File: src/rtl/mteu_pkg.sv
// Shared types and constants of the multi-turn encoder unwrapper.
package mteu_pkg;

   localparam int CHANNELS_DEF  = 2;
   localparam int TURN_BITS_DEF = 16;

   localparam int RAW_W       = 16;
   localparam int SAMPLE_W    = 12;
   localparam int ANGLE_W     = 35;
   localparam int TURNS_W     = 16;
   localparam int MAG_W       = 29;
   localparam int CSR_IDX_W   = 2;
   localparam int CSR_DATA_W  = 12;

   localparam logic [CSR_IDX_W-1:0] CSR_GLITCH_LOW  = 2'd0;
   localparam logic [CSR_IDX_W-1:0] CSR_GLITCH_HIGH = 2'd1;

   localparam logic [SAMPLE_W-1:0] GLITCH_LOW_RST  = 12'd300;
   localparam logic [SAMPLE_W-1:0] GLITCH_HIGH_RST = 12'd3796;

   localparam logic signed [SAMPLE_W:0] WRAP_STEP     = 13'sd2048;
   localparam logic signed [SAMPLE_W:0] WRAP_STEP_NEG = -13'sd2048;

   // 2*pi in unsigned Q32, split into a low word and the bits above it.
   localparam logic [31:0] TWO_PI_LO = 32'h487E_D511;
   localparam logic [2:0]  TWO_PI_HI = 3'd6;

   localparam logic [MAG_W-1:0] MAG_CLAMP  = 29'h1000_0000;
   localparam logic [63:0]      ROUND_BIAS = 64'h0000_0000_0800_0000;

   localparam logic [35:0] ANGLE_POS_LIM = 36'h3_FFFF_FFFF;
   localparam logic [35:0] ANGLE_NEG_LIM = 36'h4_0000_0000;
   localparam logic [ANGLE_W-1:0] ANGLE_MAX = 35'h3_FFFF_FFFF;
   localparam logic [ANGLE_W-1:0] ANGLE_MIN = 35'h4_0000_0000;

   typedef struct packed {
      logic                channel;
      logic [RAW_W-1:0]    raw_word;
      logic                read_ok;
   } sample_type;

   typedef struct packed {
      logic [MAG_W-1:0]         mag;
      logic                     neg;
      logic signed [TURNS_W-1:0] turns;
      logic                     held;
   } conv_req_type;

endpackage

File: src/rtl/mteu_if.sv
// Channel interfaces of the multi-turn encoder unwrapper.
interface mteu_req_if import mteu_pkg::*; ();
   logic             valid;
   logic             ready;
   logic             channel;
   logic [RAW_W-1:0] raw_word;
   logic             read_ok;

   modport source (output valid, channel, raw_word, read_ok, input ready);
   modport sink (input valid, channel, raw_word, read_ok, output ready);
endinterface

interface mteu_rsp_if import mteu_pkg::*; ();
   logic                      valid;
   logic                      ready;
   logic signed [ANGLE_W-1:0] angle_q16;
   logic signed [TURNS_W-1:0] turns;
   logic                      held;

   modport source (output valid, angle_q16, turns, held, input ready);
   modport sink (input valid, angle_q16, turns, held, output ready);
endinterface

interface mteu_csr_if import mteu_pkg::*; ();
   logic                  valid;
   logic                  ready;
   logic [CSR_IDX_W-1:0]  index;
   logic [CSR_DATA_W-1:0] data;

   modport source (output valid, index, data, input ready);
   modport sink (input valid, index, data, output ready);
endinterface

File: src/rtl/mteu_angle.sv
// Two-stage conversion of a clamped turn-and-sample count to a Q16 radian angle.
module mteu_angle import mteu_pkg::*; (
   input  logic          clock,
   input  logic          reset,
   input  logic          in_valid,
   output logic          in_ready,
   input  conv_req_type  in_item,
   mteu_rsp_if.source    rsp
);

   typedef struct packed {
      logic [60:0]               p_lo;
      logic [31:0]               p_hi;
      logic                      neg;
      logic signed [TURNS_W-1:0] turns;
      logic                      held;
   } prod_type;

   typedef struct packed {
      logic signed [ANGLE_W-1:0] angle;
      logic signed [TURNS_W-1:0] turns;
      logic                      held;
   } result_type;

   logic       va_ff, va_in;
   logic       vo_ff, vo_in;
   prod_type   a_ff, a_in;
   result_type o_ff, o_in;
   logic       out_free;
   logic [63:0] total;
   logic [35:0] r;

   assign out_free = !vo_ff || rsp.ready;
   assign in_ready = !va_ff || out_free;

   always_comb begin
      a_in.p_lo  = 61'(in_item.mag) * 61'(TWO_PI_LO);
      a_in.p_hi  = 32'(in_item.mag) * 32'(TWO_PI_HI);
      a_in.neg   = in_item.neg;
      a_in.turns = in_item.turns;
      a_in.held  = in_item.held;
   end

   always_comb begin
      total = {a_ff.p_hi, 32'd0} + {3'd0, a_ff.p_lo} + ROUND_BIAS;
      r     = total[63:28];
      if (a_ff.neg) begin
         if (r > ANGLE_NEG_LIM) begin
            o_in.angle = ANGLE_MIN;
         end else begin
            o_in.angle = ANGLE_W'(36'd0 - r);
         end
      end else begin
         if (r > ANGLE_POS_LIM) begin
            o_in.angle = ANGLE_MAX;
         end else begin
            o_in.angle = ANGLE_W'(r);
         end
      end
      o_in.turns = a_ff.turns;
      o_in.held  = a_ff.held;
   end

   assign va_in = in_ready ? in_valid : va_ff;
   assign vo_in = out_free ? va_ff : vo_ff;

   always_ff @(posedge clock) begin
      if (reset) begin
         va_ff <= 1'b0;
         vo_ff <= 1'b0;
      end else begin
         va_ff <= va_in;
         vo_ff <= vo_in;
      end
   end

   always_ff @(posedge clock) begin
      if (in_ready && in_valid) begin
         a_ff <= a_in;
      end
      if (out_free && va_ff) begin
         o_ff <= o_in;
      end
   end

   assign rsp.valid     = vo_ff;
   assign rsp.angle_q16 = o_ff.angle;
   assign rsp.turns     = o_ff.turns;
   assign rsp.held      = o_ff.held;

endmodule

File: src/rtl/multiturn_encoder_unwrap.sv
// Multi-turn unwrapper for 12-bit absolute encoder samples, top level.
//
// Samples arrive on the req_bus channel, one transfer per sample, carrying the
// channel number, the raw 16-bit angle register word and the bus acknowledge
// flag. Each sample yields exactly one transfer on rsp_bus with the multi-turn
// angle in Q16 radians, the channel's turn count and a flag that is set when
// the sample was rejected and the previous angle repeated.
// The user must write the glitch thresholds through csr_bus only while no sample
// is in flight; the block does not enforce this, and csr_bus is always ready.
// A result passes through an input register, the per-channel state update, the
// product stage of the constant multiply and the result register. A sample can
// be taken in every cycle while rsp_bus is ready, so the sustained rate is one
// sample per cycle; the per-channel state is read and written in the same cycle,
// which lets back-to-back samples of one channel follow each other.
// Reset clears the pipeline, sets every channel to await its first good sample
// and restores both thresholds to their default values.
// When the receiver stalls, the stages fill one by one; up to four samples are
// held before req_bus drops ready.
module multiturn_encoder_unwrap import mteu_pkg::*; #(
   parameter int CHANNELS  = CHANNELS_DEF,
   parameter int TURN_BITS = TURN_BITS_DEF
) (
   input  logic       clock,
   input  logic       reset,
   mteu_req_if.sink   req_bus,
   mteu_rsp_if.source rsp_bus,
   mteu_csr_if.sink   csr_bus
);

   localparam int USED = (CHANNELS < 2) ? CHANNELS : 2;
   localparam int CW   = TURN_BITS + SAMPLE_W;
   localparam logic signed [TURN_BITS-1:0] TC_MAX = {1'b0, {(TURN_BITS-1){1'b1}}};
   localparam logic signed [TURN_BITS-1:0] TC_MIN = {1'b1, {(TURN_BITS-1){1'b0}}};

   logic [SAMPLE_W-1:0]        glitch_low_ff, glitch_high_ff;
   logic [SAMPLE_W-1:0]        prev_ff  [USED];
   logic signed [TURN_BITS-1:0] tc_ff   [USED];
   logic                       first_ff [USED];

   logic         v0_ff, v1_ff;
   sample_type   s0_ff;
   conv_req_type s1_ff, s1_in;
   logic         conv_ready;
   logic         s1_free, s0_go;

   logic                        ch_ok, idx, good, glitch, upd, zero;
   logic [SAMPLE_W-1:0]         sample, prev, mag, raw_sel;
   logic signed [SAMPLE_W:0]    step;
   logic signed [TURN_BITS-1:0] tc, tc_next, tc_sel;
   logic                        first;
   logic signed [CW-1:0]        count;
   logic [CW-1:0]               cmag;
   logic [MAG_W-1:0]            m;
   logic signed [TURN_BITS+15:0] tc_ext;

   assign csr_bus.ready = 1'b1;

   assign s1_free       = !v1_ff || conv_ready;
   assign s0_go         = v0_ff && s1_free;
   assign req_bus.ready = !v0_ff || s1_free;

   always_comb begin
      ch_ok  = (CHANNELS > 1) || (s0_ff.channel == 1'b0);
      idx    = s0_ff.channel & ch_ok;
      sample = s0_ff.raw_word[SAMPLE_W-1:0];
      good   = s0_ff.read_ok && (s0_ff.raw_word[RAW_W-1:SAMPLE_W] == 4'd0) && ch_ok;
      prev   = prev_ff[idx];
      tc     = tc_ff[idx];
      first  = first_ff[idx];
      step   = $signed({1'b0, sample}) - $signed({1'b0, prev});
      mag    = (step < 0) ? SAMPLE_W'(-step) : SAMPLE_W'(step);
      glitch = !first && (mag > glitch_low_ff) && (mag < glitch_high_ff);
      upd    = good && !glitch;

      tc_next = tc;
      if (!first) begin
         if (step > WRAP_STEP) begin
            if (tc != TC_MIN) begin
               tc_next = tc - 1'b1;
            end
         end else if (step < WRAP_STEP_NEG) begin
            if (tc != TC_MAX) begin
               tc_next = tc + 1'b1;
            end
         end
      end

      tc_sel  = upd ? tc_next : tc;
      raw_sel = upd ? sample : prev;
      count   = {tc_sel, raw_sel};
      cmag    = count[CW-1] ? CW'(-count) : CW'(count);
      m       = (64'(cmag) > 64'(MAG_CLAMP)) ? MAG_CLAMP : MAG_W'(cmag);
      zero    = !ch_ok || (!upd && first);
      tc_ext  = {{16{tc_sel[TURN_BITS-1]}}, tc_sel};

      s1_in.mag   = zero ? '0 : m;
      s1_in.neg   = zero ? 1'b0 : count[CW-1];
      s1_in.turns = zero ? '0 : tc_ext[TURNS_W-1:0];
      s1_in.held  = !upd;
   end

   always_ff @(posedge clock) begin
      if (reset) begin
         v0_ff          <= 1'b0;
         v1_ff          <= 1'b0;
         glitch_low_ff  <= GLITCH_LOW_RST;
         glitch_high_ff <= GLITCH_HIGH_RST;
         for (int c = 0; c < USED; c++) begin
            prev_ff[c]  <= '0;
            tc_ff[c]    <= '0;
            first_ff[c] <= 1'b1;
         end
      end else begin
         if (req_bus.ready) begin
            v0_ff <= req_bus.valid;
         end
         if (s1_free) begin
            v1_ff <= v0_ff;
         end
         if (s0_go && upd) begin
            prev_ff[idx]  <= sample;
            tc_ff[idx]    <= tc_next;
            first_ff[idx] <= 1'b0;
         end
         if (csr_bus.valid) begin
            unique case (csr_bus.index)
               CSR_GLITCH_LOW:  glitch_low_ff  <= csr_bus.data;
               CSR_GLITCH_HIGH: glitch_high_ff <= csr_bus.data;
               default: ;
            endcase
         end
      end
   end

   always_ff @(posedge clock) begin
      if (req_bus.valid && req_bus.ready) begin
         s0_ff.channel  <= req_bus.channel;
         s0_ff.raw_word <= req_bus.raw_word;
         s0_ff.read_ok  <= req_bus.read_ok;
      end
      if (s0_go) begin
         s1_ff <= s1_in;
      end
   end

   mteu_angle u_angle (
      .clock    (clock),
      .reset    (reset),
      .in_valid (v1_ff),
      .in_ready (conv_ready),
      .in_item  (s1_ff),
      .rsp      (rsp_bus)
   );

   // A rejected sample of channel 0 must leave that channel's turn count and previous sample untouched.
   assert property (@(posedge clock) disable iff (reset)
      s0_go && (idx == 1'b0) && !upd |=> $stable(tc_ff[0]) && $stable(prev_ff[0]))
      else $error("rejected sample changed channel state");

   // The turn count of channel 0 moves by at most one turn per cycle.
   assert property (@(posedge clock) disable iff (reset)
      (tc_ff[0] == $past(tc_ff[0])) || (tc_ff[0] == $past(tc_ff[0]) + 1'b1) ||
      (tc_ff[0] == $past(tc_ff[0]) - 1'b1))
      else $error("turn count jumped by more than one");

   // Once channel 0 has its reference it never awaits a first sample again until reset.
   assert property (@(posedge clock) disable iff (reset)
      !first_ff[0] |=> !first_ff[0])
      else $error("first-sample flag set again without reset");

endmodule
File: src/flat_wrapper.sv
// flat-port wrapper written by rule: the top's interface ports become plain ports
module multiturn_encoder_unwrap_flat import mteu_pkg::*;
#(
   parameter int CHANNELS  = CHANNELS_DEF,
   parameter int TURN_BITS = TURN_BITS_DEF
)
  (clock, reset, req_bus_valid, req_bus_channel, req_bus_raw_word, req_bus_read_ok, req_bus_ready, rsp_bus_valid, rsp_bus_angle_q16, rsp_bus_turns, rsp_bus_held, rsp_bus_ready, csr_bus_valid, csr_bus_index, csr_bus_data, csr_bus_ready);
  mteu_req_if req_bus_i ();
  mteu_rsp_if rsp_bus_i ();
  mteu_csr_if csr_bus_i ();
  input  logic clock;
  input  logic reset;
  input wire logic [$bits(req_bus_i.valid)-1:0] req_bus_valid;
  input wire logic [$bits(req_bus_i.channel)-1:0] req_bus_channel;
  input wire logic [$bits(req_bus_i.raw_word)-1:0] req_bus_raw_word;
  input wire logic [$bits(req_bus_i.read_ok)-1:0] req_bus_read_ok;
  output wire logic [$bits(req_bus_i.ready)-1:0] req_bus_ready;
  output wire logic [$bits(rsp_bus_i.valid)-1:0] rsp_bus_valid;
  output wire logic [$bits(rsp_bus_i.angle_q16)-1:0] rsp_bus_angle_q16;
  output wire logic [$bits(rsp_bus_i.turns)-1:0] rsp_bus_turns;
  output wire logic [$bits(rsp_bus_i.held)-1:0] rsp_bus_held;
  input wire logic [$bits(rsp_bus_i.ready)-1:0] rsp_bus_ready;
  input wire logic [$bits(csr_bus_i.valid)-1:0] csr_bus_valid;
  input wire logic [$bits(csr_bus_i.index)-1:0] csr_bus_index;
  input wire logic [$bits(csr_bus_i.data)-1:0] csr_bus_data;
  output wire logic [$bits(csr_bus_i.ready)-1:0] csr_bus_ready;
  assign req_bus_i.valid = req_bus_valid;
  assign req_bus_i.channel = req_bus_channel;
  assign req_bus_i.raw_word = req_bus_raw_word;
  assign req_bus_i.read_ok = req_bus_read_ok;
  assign req_bus_ready = req_bus_i.ready;
  assign rsp_bus_valid = rsp_bus_i.valid;
  assign rsp_bus_angle_q16 = rsp_bus_i.angle_q16;
  assign rsp_bus_turns = rsp_bus_i.turns;
  assign rsp_bus_held = rsp_bus_i.held;
  assign rsp_bus_i.ready = rsp_bus_ready;
  assign csr_bus_i.valid = csr_bus_valid;
  assign csr_bus_i.index = csr_bus_index;
  assign csr_bus_i.data = csr_bus_data;
  assign csr_bus_ready = csr_bus_i.ready;
  multiturn_encoder_unwrap #(.CHANNELS(CHANNELS), .TURN_BITS(TURN_BITS)) u_core (.clock(clock), .reset(reset), .req_bus(req_bus_i), .rsp_bus(rsp_bus_i), .csr_bus(csr_bus_i));
endmodule
File: config.mk
export PLATFORM = sky130hd
export DESIGN_NAME = multiturn_encoder_unwrap_flat
export DESIGN_NICKNAME = d
export VERILOG_FILES = /design/src/rtl/mteu_pkg.sv /design/src/rtl/mteu_if.sv /design/src/rtl/mteu_angle.sv /design/src/rtl/multiturn_encoder_unwrap.sv /design/src/flat_wrapper.sv
export SDC_FILE = /design/constraint.sdc
export NUM_CORES = 2
export LEC_CHECK = 0
export BUFFER_PORTS_ARGS = -buffer_cell sky130_fd_sc_hd__buf_2
export CELL_PAD_IN_SITES_DETAIL_PLACEMENT = 0
export CELL_PAD_IN_SITES_GLOBAL_PLACEMENT = 1
export CORE_MARGIN = 8
export CORE_UTILIZATION = 50
export CTS_CLUSTER_DIAMETER = 50
export CTS_CLUSTER_SIZE = 10
export DETAILED_ROUTE_END_ITERATION = 10
export GPL_TIMING_DRIVEN = 0
export HOLD_SLACK_MARGIN = 0.03
export PLACE_DENSITY = 0.9
export RECOVER_POWER = 100
export SLEW_MARGIN = 10
export SYNTH_ARGS = -nofsm -noshare
export SYNTH_HDL_FRONTEND = slang
export SYNTH_HIERARCHICAL = 1
export SYNTH_SLANG_ARGS = --single-unit
export TNS_END_PERCENT = 10
File: constraint.sdc
create_clock -name clock -period 11.46 [get_ports clock]
set_clock_uncertainty 0.15 [all_clocks]
set_input_delay 0 -clock clock [delete_from_list [all_inputs] [get_ports clock]]
set_output_delay 0 -clock clock [all_outputs]
set_load 0.05 [all_outputs]
==> metrics.md <==
| Metric | Value |
|---|---|
| Outcome | `complete, but fails checks` |
| Violations in the final reports | `capacitance limit, slew limit` |
| Post-route cell area | `34970 µm²` |
| Dpl hpwl | `64630 µm` |
| Setup TNS Final | `0 ps` |
| Register-to-Register Setup Slack | `1500 ps` |
| Routability congestion estimate | `about 0.94` |
| Cell Area, Synth | `approximately 32000 µm²` |
| RR Endpoint | `u_core/s1_ff[42]` |
| Number of cells on the critical path | `35` |
| Crit-path most repeated cell | `sky130_fd_sc_hd__clkbuf_1` |
| Total detailed-routing wirelength | `slightly above 80000 µm` |
| Syn-to-layout area delta | `10.27%` |
| Clock network power share | `0.101` |
| Worst setup path class | `reg2reg` |
| # Max-Cap Violations | `4` |
| Via count of the first global-routing pass | `approximately 25000` |
| Unrepaired setup endpoints after global routing | `no` |
| Average size of a mapped cell | `between 10 and 15 µm²` |
| Worst slack at placement | `roughly 1800 ps` |
| Detailed-routing iteration count for the pre-antenna-repair pass | `6` |
| Fin nets | `slightly above 4000` |
| Delay contributed by the slowest stage of the critical path | `roughly 650 ps` |
| Least-Margin Pin Slew | `between 3000 and 4000 ps` |
| Initial antenna violation count | `1` |
| PortBufs | `90` |
| Die ar. | `about 70000 µm²` |
| Area of the core region | `~63000 µm²` |
| # setup viols final | `0` |
| Worst Reg-to-Reg Cells | `35` |
| Worst-skew pair later-pin latency | `roughly 560 ps` |
| First-pass GRT wire length | `130200 µm` |
| Combinational share of power | `0.745` |
| Net load switching power | `5.096 mW` |
| Number of rows in the core area | `a little over 90` |
| Residual antenna-violating net count after detailed routing | `0` |
| Critical path data required time | `11640 ps` |
| Flop and latch count out of synthesis | `284` |
| Worst-case setup margin in the final layout | `1496 ps` |
| Switching fraction of total power | `0.4795` |
| Final critical path time including I/O delays and setup | `between 9000 and 10000 ps` |
| Count of vias placed by the detailed router | `23670` |
| Power density over the cells | `303.9 nW/µm²` |
| Pin count of the biggest net entering global routing | `between 60 and 70` |
| Width of the die | `~270 µm` |
| Post-route fraction of the period consumed by the critical path | `0.8695` |
| Data arrival time of the critical path | `approximately 10000 ps` |
| Worst-path cell with the longest stage delay | `sky130_fd_sc_hd__clkbuf_1` |
| Async set-or-reset flop fraction in the synthesized netlist | `0` |
| Starting density of the core | `0.5045` |
| Placed Area | `33340 µm²` |
| Sequential cell fraction of total power | `0.154` |
| Type of the tightest min-delay check | `in2reg` |
| Global Route Usage Sum | `0.2273` |
| Final hold violation count | `0` |
| Count of routing violations after the opening detailed-route iteration | `approximately 1500` |
| Chip Height | `267.8 µm` |
| Most common flop cell mapped by yosys | `sky130_fd_sc_hd__edfxtp_1` |
| Fmax | `100.4 MHz` |
| Total number of clock tree sinks | `between 200 and 300` |
| Number of instances on the worst hold path | `3` |
| Cell count after synthesis | `roughly 3200` |
| Worst path buffer plus inverter count | `11` |
| Count of placed standard cells including taps | `between 4000 and 5000` |
| Clock tree root buffer cell | `sky130_fd_sc_hd__clkbuf_16` |
| Final standard cell count with taps included and fillers excluded | `between 4000 and 5000` |
| Critical Path End Type | `register` |
| Setup crit start kind | `register` |
| Leakage Power | `around 16 nW` |
| H-Tree Depth | `2` |
| Post-route DRC | `0` |
| CTS tree | `done` |
| IO Pins | `a little over 90` |
| Max VDD drop | `a little over 0.3 mV` |
| Count of cells resized by post-cts repair | `0` |
| Ratio of cells with drive above 1 in the final layout | `0.06551` |
| Max transition margin | `-1.379` |
| Most frequent standard cell in the layout excluding fill and tap cells | `sky130_fd_sc_hd__inv_1` |
| Count of flip-flops with a built-in enable after synthesis | `around 250` |
| Count of pins over their slew limit | `around 170` |
| Number of distinct library cells after synthesis | `roughly 130` |
| Overflow left after global routing | `0` |
| Peak fanout along the critical path | `10` |
| Post-detailed-route via-to-cell ratio | `between 5 and 6` |
| Top library cells by usage in the layout, fill and taps aside | `sky130_fd_sc_hd__inv_1 (499), sky130_fd_sc_hd__ha_1 (414), sky130_fd_sc_hd__fa_1 (294)` |
| Internal power of the cells | `about 5.5 mW` |
| Gate family responsible for the most delay along the worst path | `buffers and inverters` |
| Buffer depth of the longest clock path | `3` |
| Sequential share of the synthesized area | `0.2592` |
| Worst-path clk slew | `roughly 50 ps` |
| Count of antenna diodes in the layout | `0` |
| Number of buffers added by the clock tree synthesis step | `38` |
| Avg WL per Cell | `approximately 19 µm` |
| Number of warnings reported in the yosys synthesis log | `6` |
| Worst setup path end | `u_core/s1_ff[42]` |
state kept, by name (all words and copies together), names as in the netlist, 2 cells and up, named ones only:
name                          flops
u_core/u_angle/a_ff              82
u_core/s1_ff                     45
u_core/tc_ff                     32
u_core/glitch_high_ff            12
u_core/first_ff                   2
u_core/u_angle/rsp.angle_q16     35
u_core/u_angle/rsp.turns         16
u_core/glitch_low_ff             12
u_core/s0_ff                     17
u_core/prev_ff                   24
power groups by stage:
| stage | combinational (mW) | sequential [mW] | clock [mW] |
|---|---|---|---|
| floorplan | 5.92 | 1.64 | 0 |
| global placement | 7.65 | 1.65 | 0 |
| detailed placement | 7.80 | 1.66 | 0 |
| CTS | 7.93 | 1.64 | 1.09 |
| global route | 8.96 | 1.65 | 1.13 |
| finish | 7.92 | 1.64 | 1.07 |
cell usage after synthesis (all sizes together), types with 47 or more instances:
master	n	area share
inv	499	0.059
ha	414	0.16
fa	294	0.19
edfxtp	253	0.24
nor2	216	0.026
nand2	194	0.023
a21oi	169	0.028
o21ai	127	0.020
xnor2	95	0.027
nand3	62	0.011
nor3	61	0.011
a21o	49	0.012
clkbuf	47	0.0056
cell families after synthesis:
| group | synth area share |
|---|---|
| compound gates | 0.1297 |
| xor+xnor | 0.03827 |
| fa+ha+maj | 0.3490 |
| buf+inv | 0.07245 |
| flops | 0.2592 |
| mux | 0.01906 |
| other cells | 0.0002368 |
| simple gates | 0.1321 |
worst reg2reg max path, delay by kind of cell (launching register included):
kind	cells	cell delay, ps
multiplexers	1	310
AO/OA/AOI/OAI	11	2900
buffers and inverters	11	2930
AND/OR/NAND/NOR	6	1420
flip-flops	1	370
XOR/XNOR	2	430
adder cells (fa/ha/maj)	4	1240
layer usage:
layer | up-vias | track usage | wire, µm
met1 | 11480 | 0.2818 | 33670
met4 | 0 | 0.08073 | 2872
met2 | 657 | 0.4015 | 39900
met5 | - | 0 | 0
li1 | 11370 | - | -
met3 | 165 | 0.03376 | 4527
repair_timing:
item | in CTS | in global routing
hold buffers | 70 | 0
endpoints found under the hold margin | 71 | 0
buffers inserted | 0 | 0
per-stage QoR:
stage | util | hold slack [ps] | power, mW
CTS | 0.5595 | 39.78 | 10.66
global placement | 0.5292 | 26.35 | 9.309
floorplan | - | -77.62 | 7.562
detailed placement | 0.5305 | 28.12 | 9.456
global route | 0.5563 | 103.8 | 11.74
finish | 0.5563 | 78.80 | 10.63
how the worst min path moves through the flow:
| stage | startpoint | endpoint |
|---|---|---|
| final | csr_bus_data[2] | u_core/glitch_high_ff[2] |
| after global routing | csr_bus_data[2] | u_core/glitch_high_ff[2] |
| after floorplan | reset | u_core/u_angle/rsp.valid |
| after global placement | req_bus_raw_word[6] | u_core/s0_ff[7] |
| after CTS | req_bus_channel | register |
| after detailed placement | req_bus_raw_word[14] | u_core/s0_ff[15] |
final cells by class:
type	instances	area, µm²
fillers	5565	27880
multi-input cells	2301	21200
flip-flops and latches	284	8218
inverters	500	1877
repair buffers	163	1091
well taps	846	1059
clock buffers	48	1008
plain buffers	82	400.4
clock inverters	11	117.6
Note: power is estimated with default switching activity, not from simulation.
